`src/design/prc_pkg.sv`:
```
// prc_pkg: shared widths, factorial constants and control types for the
// permutation rank codec. No dependencies.
package prc_pkg;

  localparam int ELEM_COUNT_DEFAULT = 9;
  localparam int NIB_W      = 4;
  localparam int NIB_COUNT  = 9;
  localparam int RANK_W     = 19;
  localparam int PERM_W     = NIB_W * NIB_COUNT;
  // rank path: lane count, lane product, merge sum
  localparam int RANK_LAT   = 3;

  typedef enum logic {
    ACT_RANK   = 1'b0,
    ACT_UNRANK = 1'b1
  } prc_action_t;

  typedef struct packed {
    logic        vld;
    prc_action_t act;
    logic        err;
  } prc_ctl_t;

  // n! for elaboration-time constants
  function automatic logic [63:0] fact(input int n);
    logic [63:0] f;
    f = 64'd1;
    for (int k = 2; k <= n; k++) begin
      f = f * 64'(k);
    end
    return f;
  endfunction

endpackage

```
`src/design/prc_rank_lane.sv`:
```
// prc_rank_lane: one ranking lane; counts later smaller elements for its
// position and weights the count by the factorial constant. Uses prc_pkg.
module prc_rank_lane #(
  parameter int N   = prc_pkg::ELEM_COUNT_DEFAULT,
  parameter int POS = 0
) (
  input  logic                             clk,
  input  logic [N-1:0][prc_pkg::NIB_W-1:0] elems,
  output logic [prc_pkg::RANK_W-1:0]       prod
);

  localparam int CW = $clog2(N);
  localparam int PW = prc_pkg::RANK_W + CW;
  localparam logic [63:0] WFULL = prc_pkg::fact(N - 1 - POS);
  // only the low rank bits survive the final mask
  localparam logic [prc_pkg::RANK_W-1:0] WLOW = WFULL[prc_pkg::RANK_W-1:0];

  logic [CW-1:0] cnt_next;
  logic [CW-1:0] cnt;
  logic [PW-1:0] prod_full;

  always_comb begin
    cnt_next = '0;
    for (int j = POS + 1; j < N; j++) begin
      cnt_next = cnt_next + CW'(elems[j] < elems[POS]);
    end
  end

  assign prod_full = PW'(cnt) * PW'(WLOW);

  always_ff @(posedge clk) begin
    cnt  <= cnt_next;
    prod <= prod_full[prc_pkg::RANK_W-1:0];
  end

endmodule

```
`src/design/prc_unrank_stage.sv`:
```
// prc_unrank_stage: one factorial digit of the unrank pipeline; peels the
// digit by constant compares and picks the digit-th unused value. Uses prc_pkg.
module prc_unrank_stage #(
  parameter int N   = prc_pkg::ELEM_COUNT_DEFAULT,
  parameter int IDX = 0
) (
  input  logic                        clk,
  input  logic [prc_pkg::RANK_W-1:0]  r_in,
  input  logic [N-1:0]                used_in,
  input  logic [prc_pkg::PERM_W-1:0]  perm_in,
  output logic [prc_pkg::RANK_W-1:0]  r,
  output logic [N-1:0]                used,
  output logic [prc_pkg::PERM_W-1:0]  perm
);

  localparam int AVAIL = N - IDX;
  localparam int DW    = $clog2(N);
  localparam logic [63:0] W = prc_pkg::fact(N - 1 - IDX);

  logic [DW-1:0]                d;
  logic [prc_pkg::RANK_W-1:0]   sub;
  logic [N-1:0]                 sel;
  logic [prc_pkg::PERM_W-1:0]   perm_next;

  // digit = number of multiples k*W, 1 <= k < AVAIL, not above r
  always_comb begin
    logic [63:0] mult;
    d   = '0;
    sub = '0;
    for (int k = 1; k < AVAIL; k++) begin
      mult = 64'(k) * W;
      if (64'(r_in) >= mult) begin
        d   = d + DW'(1);
        sub = mult[prc_pkg::RANK_W-1:0];
      end
    end
  end

  // one-hot pick: unused value with exactly d unused values below it
  always_comb begin
    logic [DW-1:0] below;
    for (int v = 0; v < N; v++) begin
      below = '0;
      for (int u = 0; u < v; u++) begin
        below = below + DW'(!used_in[u]);
      end
      sel[v] = !used_in[v] && (below == d);
    end
  end

  generate
    if (IDX < prc_pkg::NIB_COUNT) begin : g_nib
      logic [prc_pkg::NIB_W-1:0] val;
      always_comb begin
        val = '0;
        for (int v = 0; v < N; v++) begin
          if (sel[v]) begin
            val = val | prc_pkg::NIB_W'(v + 1);
          end
        end
        perm_next = perm_in;
        perm_next[prc_pkg::NIB_W*IDX +: prc_pkg::NIB_W] = val;
      end
    end else begin : g_nonib
      assign perm_next = perm_in;
    end
  endgenerate

  always_ff @(posedge clk) begin
    r    <= r_in - sub;
    used <= used_in | sel;
    perm <= perm_next;
  end

endmodule

```
`src/design/permutation_rank_codec.sv`:
```
// permutation_rank_codec: Lehmer-code ranking and unranking of permutations.
// Depends on prc_pkg, prc_rank_lane, prc_unrank_stage.
//
// Usage:
//   An item is transferred when start is high and busy is low; busy stays
//   low, so one item may be issued every clock. action selects the mode:
//   rank perm_word (nine nibbles, position 1 in bits 3:0) into rank_out, or
//   unrank rank_in into perm_out. A rank_in of ELEMENT_COUNT! or more raises
//   range_error with perm_out zero. Fields not belonging to the mode are zero.
//   Each result appears on rank_out/perm_out/range_error for exactly one
//   cycle with done high, in issue order.
//   Unranking is one pipeline stage per factorial digit; ranking is a lane
//   per position but the last, a product stage and a merge sum, padded to
//   the same depth as unranking. Throughput is one item per cycle.
//   Reset (rst, synchronous) drops all items in flight; no result follows.
//   The receiver has no flow control and must take every result.
module permutation_rank_codec #(
  parameter int ELEMENT_COUNT = prc_pkg::ELEM_COUNT_DEFAULT
) (
  input  logic                       clk,
  input  logic                       rst,
  input  logic                       start,
  output logic                       busy,
  input  logic                       action,
  input  logic [prc_pkg::PERM_W-1:0] perm_word,
  input  logic [prc_pkg::RANK_W-1:0] rank_in,
  output logic                       done,
  output logic [prc_pkg::RANK_W-1:0] rank_out,
  output logic [prc_pkg::PERM_W-1:0] perm_out,
  output logic                       range_error
);

  localparam int N    = ELEMENT_COUNT;
  localparam int LAT  = (N > prc_pkg::RANK_LAT) ? N : prc_pkg::RANK_LAT;
  localparam int RDLY = LAT - prc_pkg::RANK_LAT;
  localparam int UDLY = LAT - N;
  localparam logic [63:0] FACT_N = prc_pkg::fact(N);

  prc_pkg::prc_ctl_t ctl [LAT];
  logic [N-1:0][prc_pkg::NIB_W-1:0] elems;
  logic [prc_pkg::RANK_W-1:0] prod [N-1];
  logic [prc_pkg::RANK_W-1:0] sum_next;
  logic [prc_pkg::RANK_W-1:0] rank_sum;
  logic [prc_pkg::RANK_W-1:0] rank_al;
  logic [prc_pkg::PERM_W-1:0] perm_al;
  logic [prc_pkg::RANK_W-1:0] ur    [N+1];
  logic [N-1:0]               uused [N+1];
  logic [prc_pkg::PERM_W-1:0] uperm [N+1];

  assign busy = 1'b0;

  // control pipe
  always_ff @(posedge clk) begin
    if (rst) begin
      for (int k = 0; k < LAT; k++) begin
        ctl[k] <= '0;
      end
    end else begin
      ctl[0].vld <= start && !busy;
      ctl[0].act <= prc_pkg::prc_action_t'(action);
      ctl[0].err <= 64'(rank_in) >= FACT_N;
      for (int k = 1; k < LAT; k++) begin
        ctl[k] <= ctl[k-1];
      end
    end
  end

  // rank lanes
  genvar i;
  generate
    for (i = 0; i < N; i++) begin : g_elem
      if (i < prc_pkg::NIB_COUNT) begin : g_in
        assign elems[i] = perm_word[prc_pkg::NIB_W*i +: prc_pkg::NIB_W];
      end else begin : g_zero
        assign elems[i] = '0;
      end
    end
    for (i = 0; i < N - 1; i++) begin : g_lane
      prc_rank_lane #(.N(N), .POS(i)) u_lane (
        .clk   (clk),
        .elems (elems),
        .prod  (prod[i])
      );
    end
  endgenerate

  // merge: sum wraps at the rank width
  always_comb begin
    sum_next = '0;
    for (int k = 0; k < N - 1; k++) begin
      sum_next = sum_next + prod[k];
    end
  end

  always_ff @(posedge clk) begin
    rank_sum <= sum_next;
  end

  // unrank pipeline
  assign ur[0]    = rank_in;
  assign uused[0] = '0;
  assign uperm[0] = '0;

  generate
    for (i = 0; i < N; i++) begin : g_stage
      prc_unrank_stage #(.N(N), .IDX(i)) u_stage (
        .clk     (clk),
        .r_in    (ur[i]),
        .used_in (uused[i]),
        .perm_in (uperm[i]),
        .r       (ur[i+1]),
        .used    (uused[i+1]),
        .perm    (uperm[i+1])
      );
    end
  endgenerate

  // align both paths to LAT
  generate
    if (RDLY == 0) begin : g_rnodly
      assign rank_al = rank_sum;
    end else begin : g_rdly
      logic [prc_pkg::RANK_W-1:0] rd [RDLY];
      always_ff @(posedge clk) begin
        rd[0] <= rank_sum;
        for (int k = 1; k < RDLY; k++) begin
          rd[k] <= rd[k-1];
        end
      end
      assign rank_al = rd[RDLY-1];
    end
    if (UDLY == 0) begin : g_unodly
      assign perm_al = uperm[N];
    end else begin : g_udly
      logic [prc_pkg::PERM_W-1:0] pd [UDLY];
      always_ff @(posedge clk) begin
        pd[0] <= uperm[N];
        for (int k = 1; k < UDLY; k++) begin
          pd[k] <= pd[k-1];
        end
      end
      assign perm_al = pd[UDLY-1];
    end
  endgenerate

  always_comb begin
    done        = ctl[LAT-1].vld;
    rank_out    = '0;
    perm_out    = '0;
    range_error = 1'b0;
    unique case (ctl[LAT-1].act)
      prc_pkg::ACT_RANK: begin
        rank_out = rank_al;
      end
      prc_pkg::ACT_UNRANK: begin
        range_error = ctl[LAT-1].err;
        if (!ctl[LAT-1].err) begin
          perm_out = perm_al;
        end
      end
      default: begin
        rank_out = '0;
      end
    endcase
  end

endmodule

```
`config.mk`:
```
export PLATFORM = sky130hd
export DESIGN_NAME = permutation_rank_codec
export DESIGN_NICKNAME = d
export VERILOG_FILES = /design/src/design/prc_pkg.sv /design/src/design/prc_rank_lane.sv /design/src/design/prc_unrank_stage.sv /design/src/design/permutation_rank_codec.sv
export SDC_FILE = /design/constraint.sdc
export NUM_CORES = 1
export LEC_CHECK = 0
export BUFFER_PORTS_ARGS = -buffer_cell sky130_fd_sc_hd__buf_2
export CORE_MARGIN = 5
export CORE_UTILIZATION = 45
export CTS_CLUSTER_DIAMETER = 100
export CTS_CLUSTER_SIZE = 30
export DETAILED_ROUTE_END_ITERATION = 8
export GPL_ROUTABILITY_DRIVEN = 0
export SLEW_MARGIN = 10
export SYNTH_ARGS = -nofsm -noshare
export SYNTH_HDL_FRONTEND = slang
export SYNTH_SLANG_ARGS = --single-unit
```
`constraint.sdc`:
```
create_clock -name clk -period 9.7 [get_ports clk]
set_input_delay 0.97 -clock clk [delete_from_list [all_inputs] [get_ports clk]]
set_output_delay 0.97 -clock clk [all_outputs]
set_load 0.03 [all_outputs]
```
==> flow_summary.toml, run 1 <==
[timing]
setup_tns_ns = 0
tightest_slew_ns = 1.22
drv_slew = 0
maxSlewHeadroom = 0.179
rsz0062_at_grt = "false"
hold_viol = 0
setup_violations = 0
finalCritPeriodShare = 0.665
fin_crit_ns = 6.46
skew_ns = 0.0249
fmax_ghz = 0.155

[layout]
drive_above_1_share = 0.0703
fin_area_um2 = 33200
syn2layout_area_growth_pct = 8.17
final_util = 0.492
num_antenna_cells = 0
nNetsFinal = 3676

[hold_path]
hp-start = "g_stage[6].u_stage.perm[26]"
worstHoldPathType = "register to register"
hold_depth = 0

[setup_path]
rr_endpoint = "g_stage[2].u_stage.perm[8]"
reg2reg_depth = 21
crit_start = "g_stage[1].u_stage.r[16]"
crit_type = "register to register"
critPathCaptureType = "register"
critPathCapture = "g_stage[2].u_stage.perm[8]"
crit_arrival_ns = 6.94
required_ns = 10.19
crit_fanout = 9
worstReg2RegStart = "g_stage[1].u_stage.r[16]"
reg2reg_setup_slack_ns = 3.24
start_kind = "register"

[floorplan]
dieHeight_um = 271
rows = 95
die_w_um = 271
start_util = 0.455
dieArea_um2 = 73500
core_um2 = 67400
num_io_pins = 117

[yosys]
netlist_area_um2 = 30700
synth_warnings = 0
synth_common_cells = "623 x dfxtp_1, 410 x ha_1, 260 x inv_1, 173 x xor2_1, 168 x nand2_1"
avgSynthCellArea_um2 = 10.1
ys.flop_type = "dfxtp_1"
ys_ff_latch = 623
syn_inst = 3025
synth_edf_count = 0
yosysUniqueCellTypes = 78
syn_nets = 3568
yosysTopAreaCellShare = 0.407
synthTopCellsByArea = "dfxtp_1 41%, ha_1 17%, xor2_1 4.9%"
synth_top_area_cell = "dfxtp_1"
seq_area_frac_synth = 0.407
async_flop_share = 0
synth_most_common_cell = "dfxtp_1"

[drt]
wl_per_cell_um = 14.0
ant_nets = 0
drtPass1Iterations = 5
vias_per_cell = 5.00
drt_iter0_drc = 772
wl_met2_um = 26700
wl_met3_um = 1730
wl_um = 56400
drc = 0
wl_met1_um = 26700
num_vias = 20100
topRoutingLayerUsed = "met4"

[clock_tree]
clk_path_buf_depth = 3
clk_latency_ns = 0.60
cts_tree = "yes"
postCtsHoldBufs = 0
cts_root_buf = "clkbuf_16"
numClockSinks = 623
htreeDepth = 1
cts_setup_buffers = 0
cts_buffers = 29
cts.reportedPaths.clkPinSlew_ns = 0.11
cts_resized = 0

[grt]
overflow = 0
grt_max_degree = 37
grt_use_total = 0.151
grt_pass1_vias = 20300
grt_pass1_wl_um = 96200
antenna_found_initial = 0

[placed_design]
port_buffers = 115
placedInstanceArea_um2 = 32200
hpwl_um = 44600

[flow_run]
maxCapViolations = 0

[run_status]
status = "finished clean"
## state kept, by name, indices dropped and copies added, names as in the netlist
signal                count
g_lane.u_lane.prod       55
g_lane.u_lane.cnt        23
g_rdly.rd               114
g_stage.u_stage.r       133
ctl                      27
g_stage.u_stage.perm    180
rank_sum                 19
g_stage.u_stage.used     72
## critical path, cell delays in order (launching register included)
cell      delay (ns)
dfxtp_1         0.34
or4_1           0.67
or2_2           0.36
nor2_1          0.13
nand3b_1        0.15
ha_1            0.38
or4b_2          0.59
nor4_1          0.39
nor4_4          0.12
inv_2           0.13
ha_1            0.26
a21o_1          0.16
ha_1            0.28
and2_1          0.15
or3_1           0.35
ha_1            0.28
nand2b_1        0.09
o41a_1          0.48
xor2_1          0.19
nor3_1          0.09
a22o_1          0.24
or4_1           0.49
## area by class of cell
cell class,instances,area (um^2)
fill,6080,34200
multi-input combinational,2097,17100
sequential,623,12500
tap,873,1090
inverter,261,980
clock buffer,31,753
timing repair buffer,121,621
clock inverter,10,184
## metal layers
layer,vias up,GRT usage
met2,314,0.263
met3,78,0.0185
li1,10400,-
met4,0,0.0340
met1,9298,0.202
met5,-,0
## how the worst min path moves through the flow
stage                             endpoint  slack, ns
6_report       g_stage[7].u_stage.perm[26]       0.32
3_3_place_gp               g_rdly.rd[3][3]       0.31
3_5_place_dp    g_stage[8].u_stage.perm[1]       0.31
4_1_cts        g_stage[7].u_stage.perm[26]       0.32
5_1_grt                    g_rdly.rd[2][0]       0.32
2_1_floorplan     g_lane[6].u_lane.prod[1]       0.31
## kinds of logic after synthesis
kind of cell | share of synthesized area
fa+ha+maj | 0.216
flops | 0.407
other cells | 0.000122
mux | 0.00314
xor+xnor | 0.102
compound gates | 0.0950
buf+inv | 0.0375
simple gates | 0.141
## metrics by stage
stage | hold WS, ns | setup slack, ns | cells
finish | 0.321 | 3.24 | 4016
floorplan | 0.310 | 3.77 | 3025
global placement | 0.311 | 3.47 | 3975
CTS | 0.324 | 3.22 | 4016
global route | 0.324 | 2.88 | 4016
detailed placement | 0.312 | 3.25 | 3975
## placed cells by master (no fill, tap or decap), types with 27 or more instances in the layout
cell       synthesis  routed
a21boi_0          27      27
clkbuf_16          0      29
ha_1             410     410
nor2b_1           83      82
o21ai_0          104     103
nor3_1            56      56
nor2_1           148     148
xnor2_1          151     151
or2_2             35      35
nand2_1          168     168
xor2_1           173     173
dfxtp_1          623     623
nand3_1           64      64
fa_1              74      74
a21oi_1          110     110
inv_1            260     260
buf_2              1     115
a21o_1            66      66
nand2b_1          84      84
nor4_1            39      38
and2_1            43      43
Power of run 1 is not shown: default switching activity piles up to over one toggle a cycle in this logic, so the estimate is an artifact.
==> run 2, diff against run 1 <==
- ABC_AREA: not set -> 1
- clock period: 9.7 -> 6.35 ns (I/O delays scaled with it)
==> flow_summary.toml, run 2 <==
[layout]
syn2layout_area_growth_pct = 8.34
fill_cells = 6546
final_util = 0.493
nNetsFinal = 4189
fin_area_um2 = 33900
final_common_cell = "dfxtp_1"
largest_reg_flops = 180
multi_input_area_um2 = 16600
regArea_um2 = 12500
regMostFlops = "g_stage.u_stage.perm"
drive_above_1_share = 0.0867
reg_top3 = "g_stage.u_stage.perm: 180 flops, g_stage.u_stage.r: 133 flops, g_rdly.rd: 114 flops"
layout_common_cells = "623 x dfxtp_1, 539 x inv_1, 523 x nand2_1, 410 x ha_1, 290 x nor2_1"

[drt]
num_vias = 20900
wl_per_cell_um = 11.9
drt_iter0_drc = 818
drc = 0
wl_um = 54400
drtPass1Iterations = 6
vias_per_cell = 4.55
ant_nets = 0

[setup_path]
crit_fanout = 9
cp_top_family = "simple AND/OR/NAND/NOR gates"
crit_type = "register to register"
worstReg2RegStart = "g_stage[0].u_stage.r[17]"
reg2reg_depth = 31
crit_start = "g_stage[0].u_stage.r[17]"
cpMaxStageDelayCell = "dfxtp_1"
cpPeakStageDelay_ns = 0.35
reg2reg_setup_slack_ns = 1.53
path_buf_inv = 4
critPathCaptureType = "register"
crit_arrival_ns = 5.37
rr_endpoint = "g_stage[1].u_stage.perm[5]"
critPathCapture = "g_stage[1].u_stage.perm[5]"
start_kind = "register"
crit_path_frequent_cell = "nand2_1"
required_ns = 6.90
crit_cells = 31

[floorplan]
die_w_um = 274
core_um2 = 68800
dieHeight_um = 274
num_io_pins = 117
dieArea_um2 = 74900
start_util = 0.455
rows = 96

[timing]
fin_crit_ns = 4.82
finalCritPeriodShare = 0.760
rsz0062_at_grt = "false"
setup_violations = 0
skew_ns = 0.0231
setup_tns_ns = 0
tightest_slew_ns = 0.936
hold_viol = 0
maxSlewHeadroom = 0.374
fmax_ghz = 0.207
drv_slew = 0

[yosys]
synthTopCellsByArea = "dfxtp_1 40%, ha_1 16%, inv_1 6.5%"
async_flop_share = 0
synth_xor_area_frac = 0.0792
synth_mux_area_frac = 0
yosys.area_share.simple = 0.174
avgSynthCellArea_um2 = 8.91
netlist_area_um2 = 31300
synth_compound_area_frac = 0.0659
yosysUniqueCellTypes = 71
syn_inst = 3514
seq_area_frac_synth = 0.399
yosysTopAreaCellShare = 0.399
synth_common_cells = "623 x dfxtp_1, 539 x inv_1, 524 x nand2_1, 410 x ha_1, 290 x nor2_1"
synth_warnings = 0
synth_fa_ha_area_frac = 0.211
synth_edf_count = 0
synth_most_common_cell = "dfxtp_1"
ys.flop_type = "dfxtp_1"
synth_top_family_by_area = "adder cells"
ys_ff_latch = 623
synth_top_area_cell = "dfxtp_1"
syn_nets = 4057

[clock_tree]
numClockSinks = 623
cts_buffers = 28
cts_setup_buffers = 0
cts.reportedPaths.clkPinSlew_ns = 0.10
clk_latency_ns = 0.61
clk_path_buf_depth = 3
cts_resized = 0
htreeDepth = 1
cts_tree = "yes"
cts_root_buf = "clkbuf_16"
postCtsHoldBufs = 0

[grt]
grt_pass1_vias = 20100
grt_use_total = 0.146
overflow = 0
grt_pass1_wl_um = 94200
antenna_found_initial = 1
grt_max_degree = 37

[placed_design]
placedInstanceArea_um2 = 33000
hpwl_um = 44000
port_buffers = 115

[run_status]
status = "finished clean"

[flow_run]
maxCapViolations = 0

[hold_path]
worstHoldPathType = "input port to register"
==> run 2: layout make-up <==
type | count | area share
clock buffers | 29 | 0.0211
inverters | 571 | 0.0632
repair buffers | 117 | 0.0174
well taps | 931 | 0.0344
flip-flops and latches | 623 | 0.368
diodes | 1 | 0.0000738
clock inverters | 13 | 0.00579
multi-input cells | 2305 | 0.490
==> run 2: routing by layer <==
metal,GRT usage,part of all wire,vias up
met5,0,0,-
met4,0.0260,0.019,0
met3,0.0163,0.026,52
met2,0.253,0.46,200
met1,0.200,0.50,9191
li1,-,-,11400
==> run 2: cell families (layout without fill, tap and decap cells) <==
family	count (synthesis)	count (layout)
xor gates and xnor gates	276	276
buffers and inverters	586	730
AOI/OAI and AO/OA	341	341
other	1	2
adders and majority gates	484	484
DFF	623	623
and+or+nand+nor	1203	1203
==> run 2: worst min path at each step <==
| stage | cells past startpoint | slack, ns | start | to |
|---|---|---|---|---|
| after global placement | 0 | 0.31 | g_stage[0].u_stage.r[2] | g_stage[1].u_stage.r[2] |
| after CTS | 1 | 0.07 | rank_in[0] | g_stage[0].u_stage.r[0] |
| final | 1 | 0.11 | rank_in[2] | g_stage[0].u_stage.r[2] |
| after detailed placement | 0 | 0.31 | g_stage[2].u_stage.perm[4] | g_stage[3].u_stage.perm[4] |
| after floorplan | 0 | 0.31 | g_lane[6].u_lane.cnt[0] | g_lane[6].u_lane.prod[1] |
| after global routing | 1 | 0.06 | rank_in[2] | g_stage[0].u_stage.r[2] |
==> run 2: per-stage QoR <==
step	hold slack [ns]	setup slack, ns	cells
2_1_floorplan	0.310	1.62	3514
3_3_place_gp	0.310	1.08	4547
3_5_place_dp	0.312	1.04	4547
4_1_cts	0.0676	1.53	4589
5_1_grt	0.0620	1.07	4590
6_report	0.113	1.53	4590
Power of run 2 is left out for the same reason.
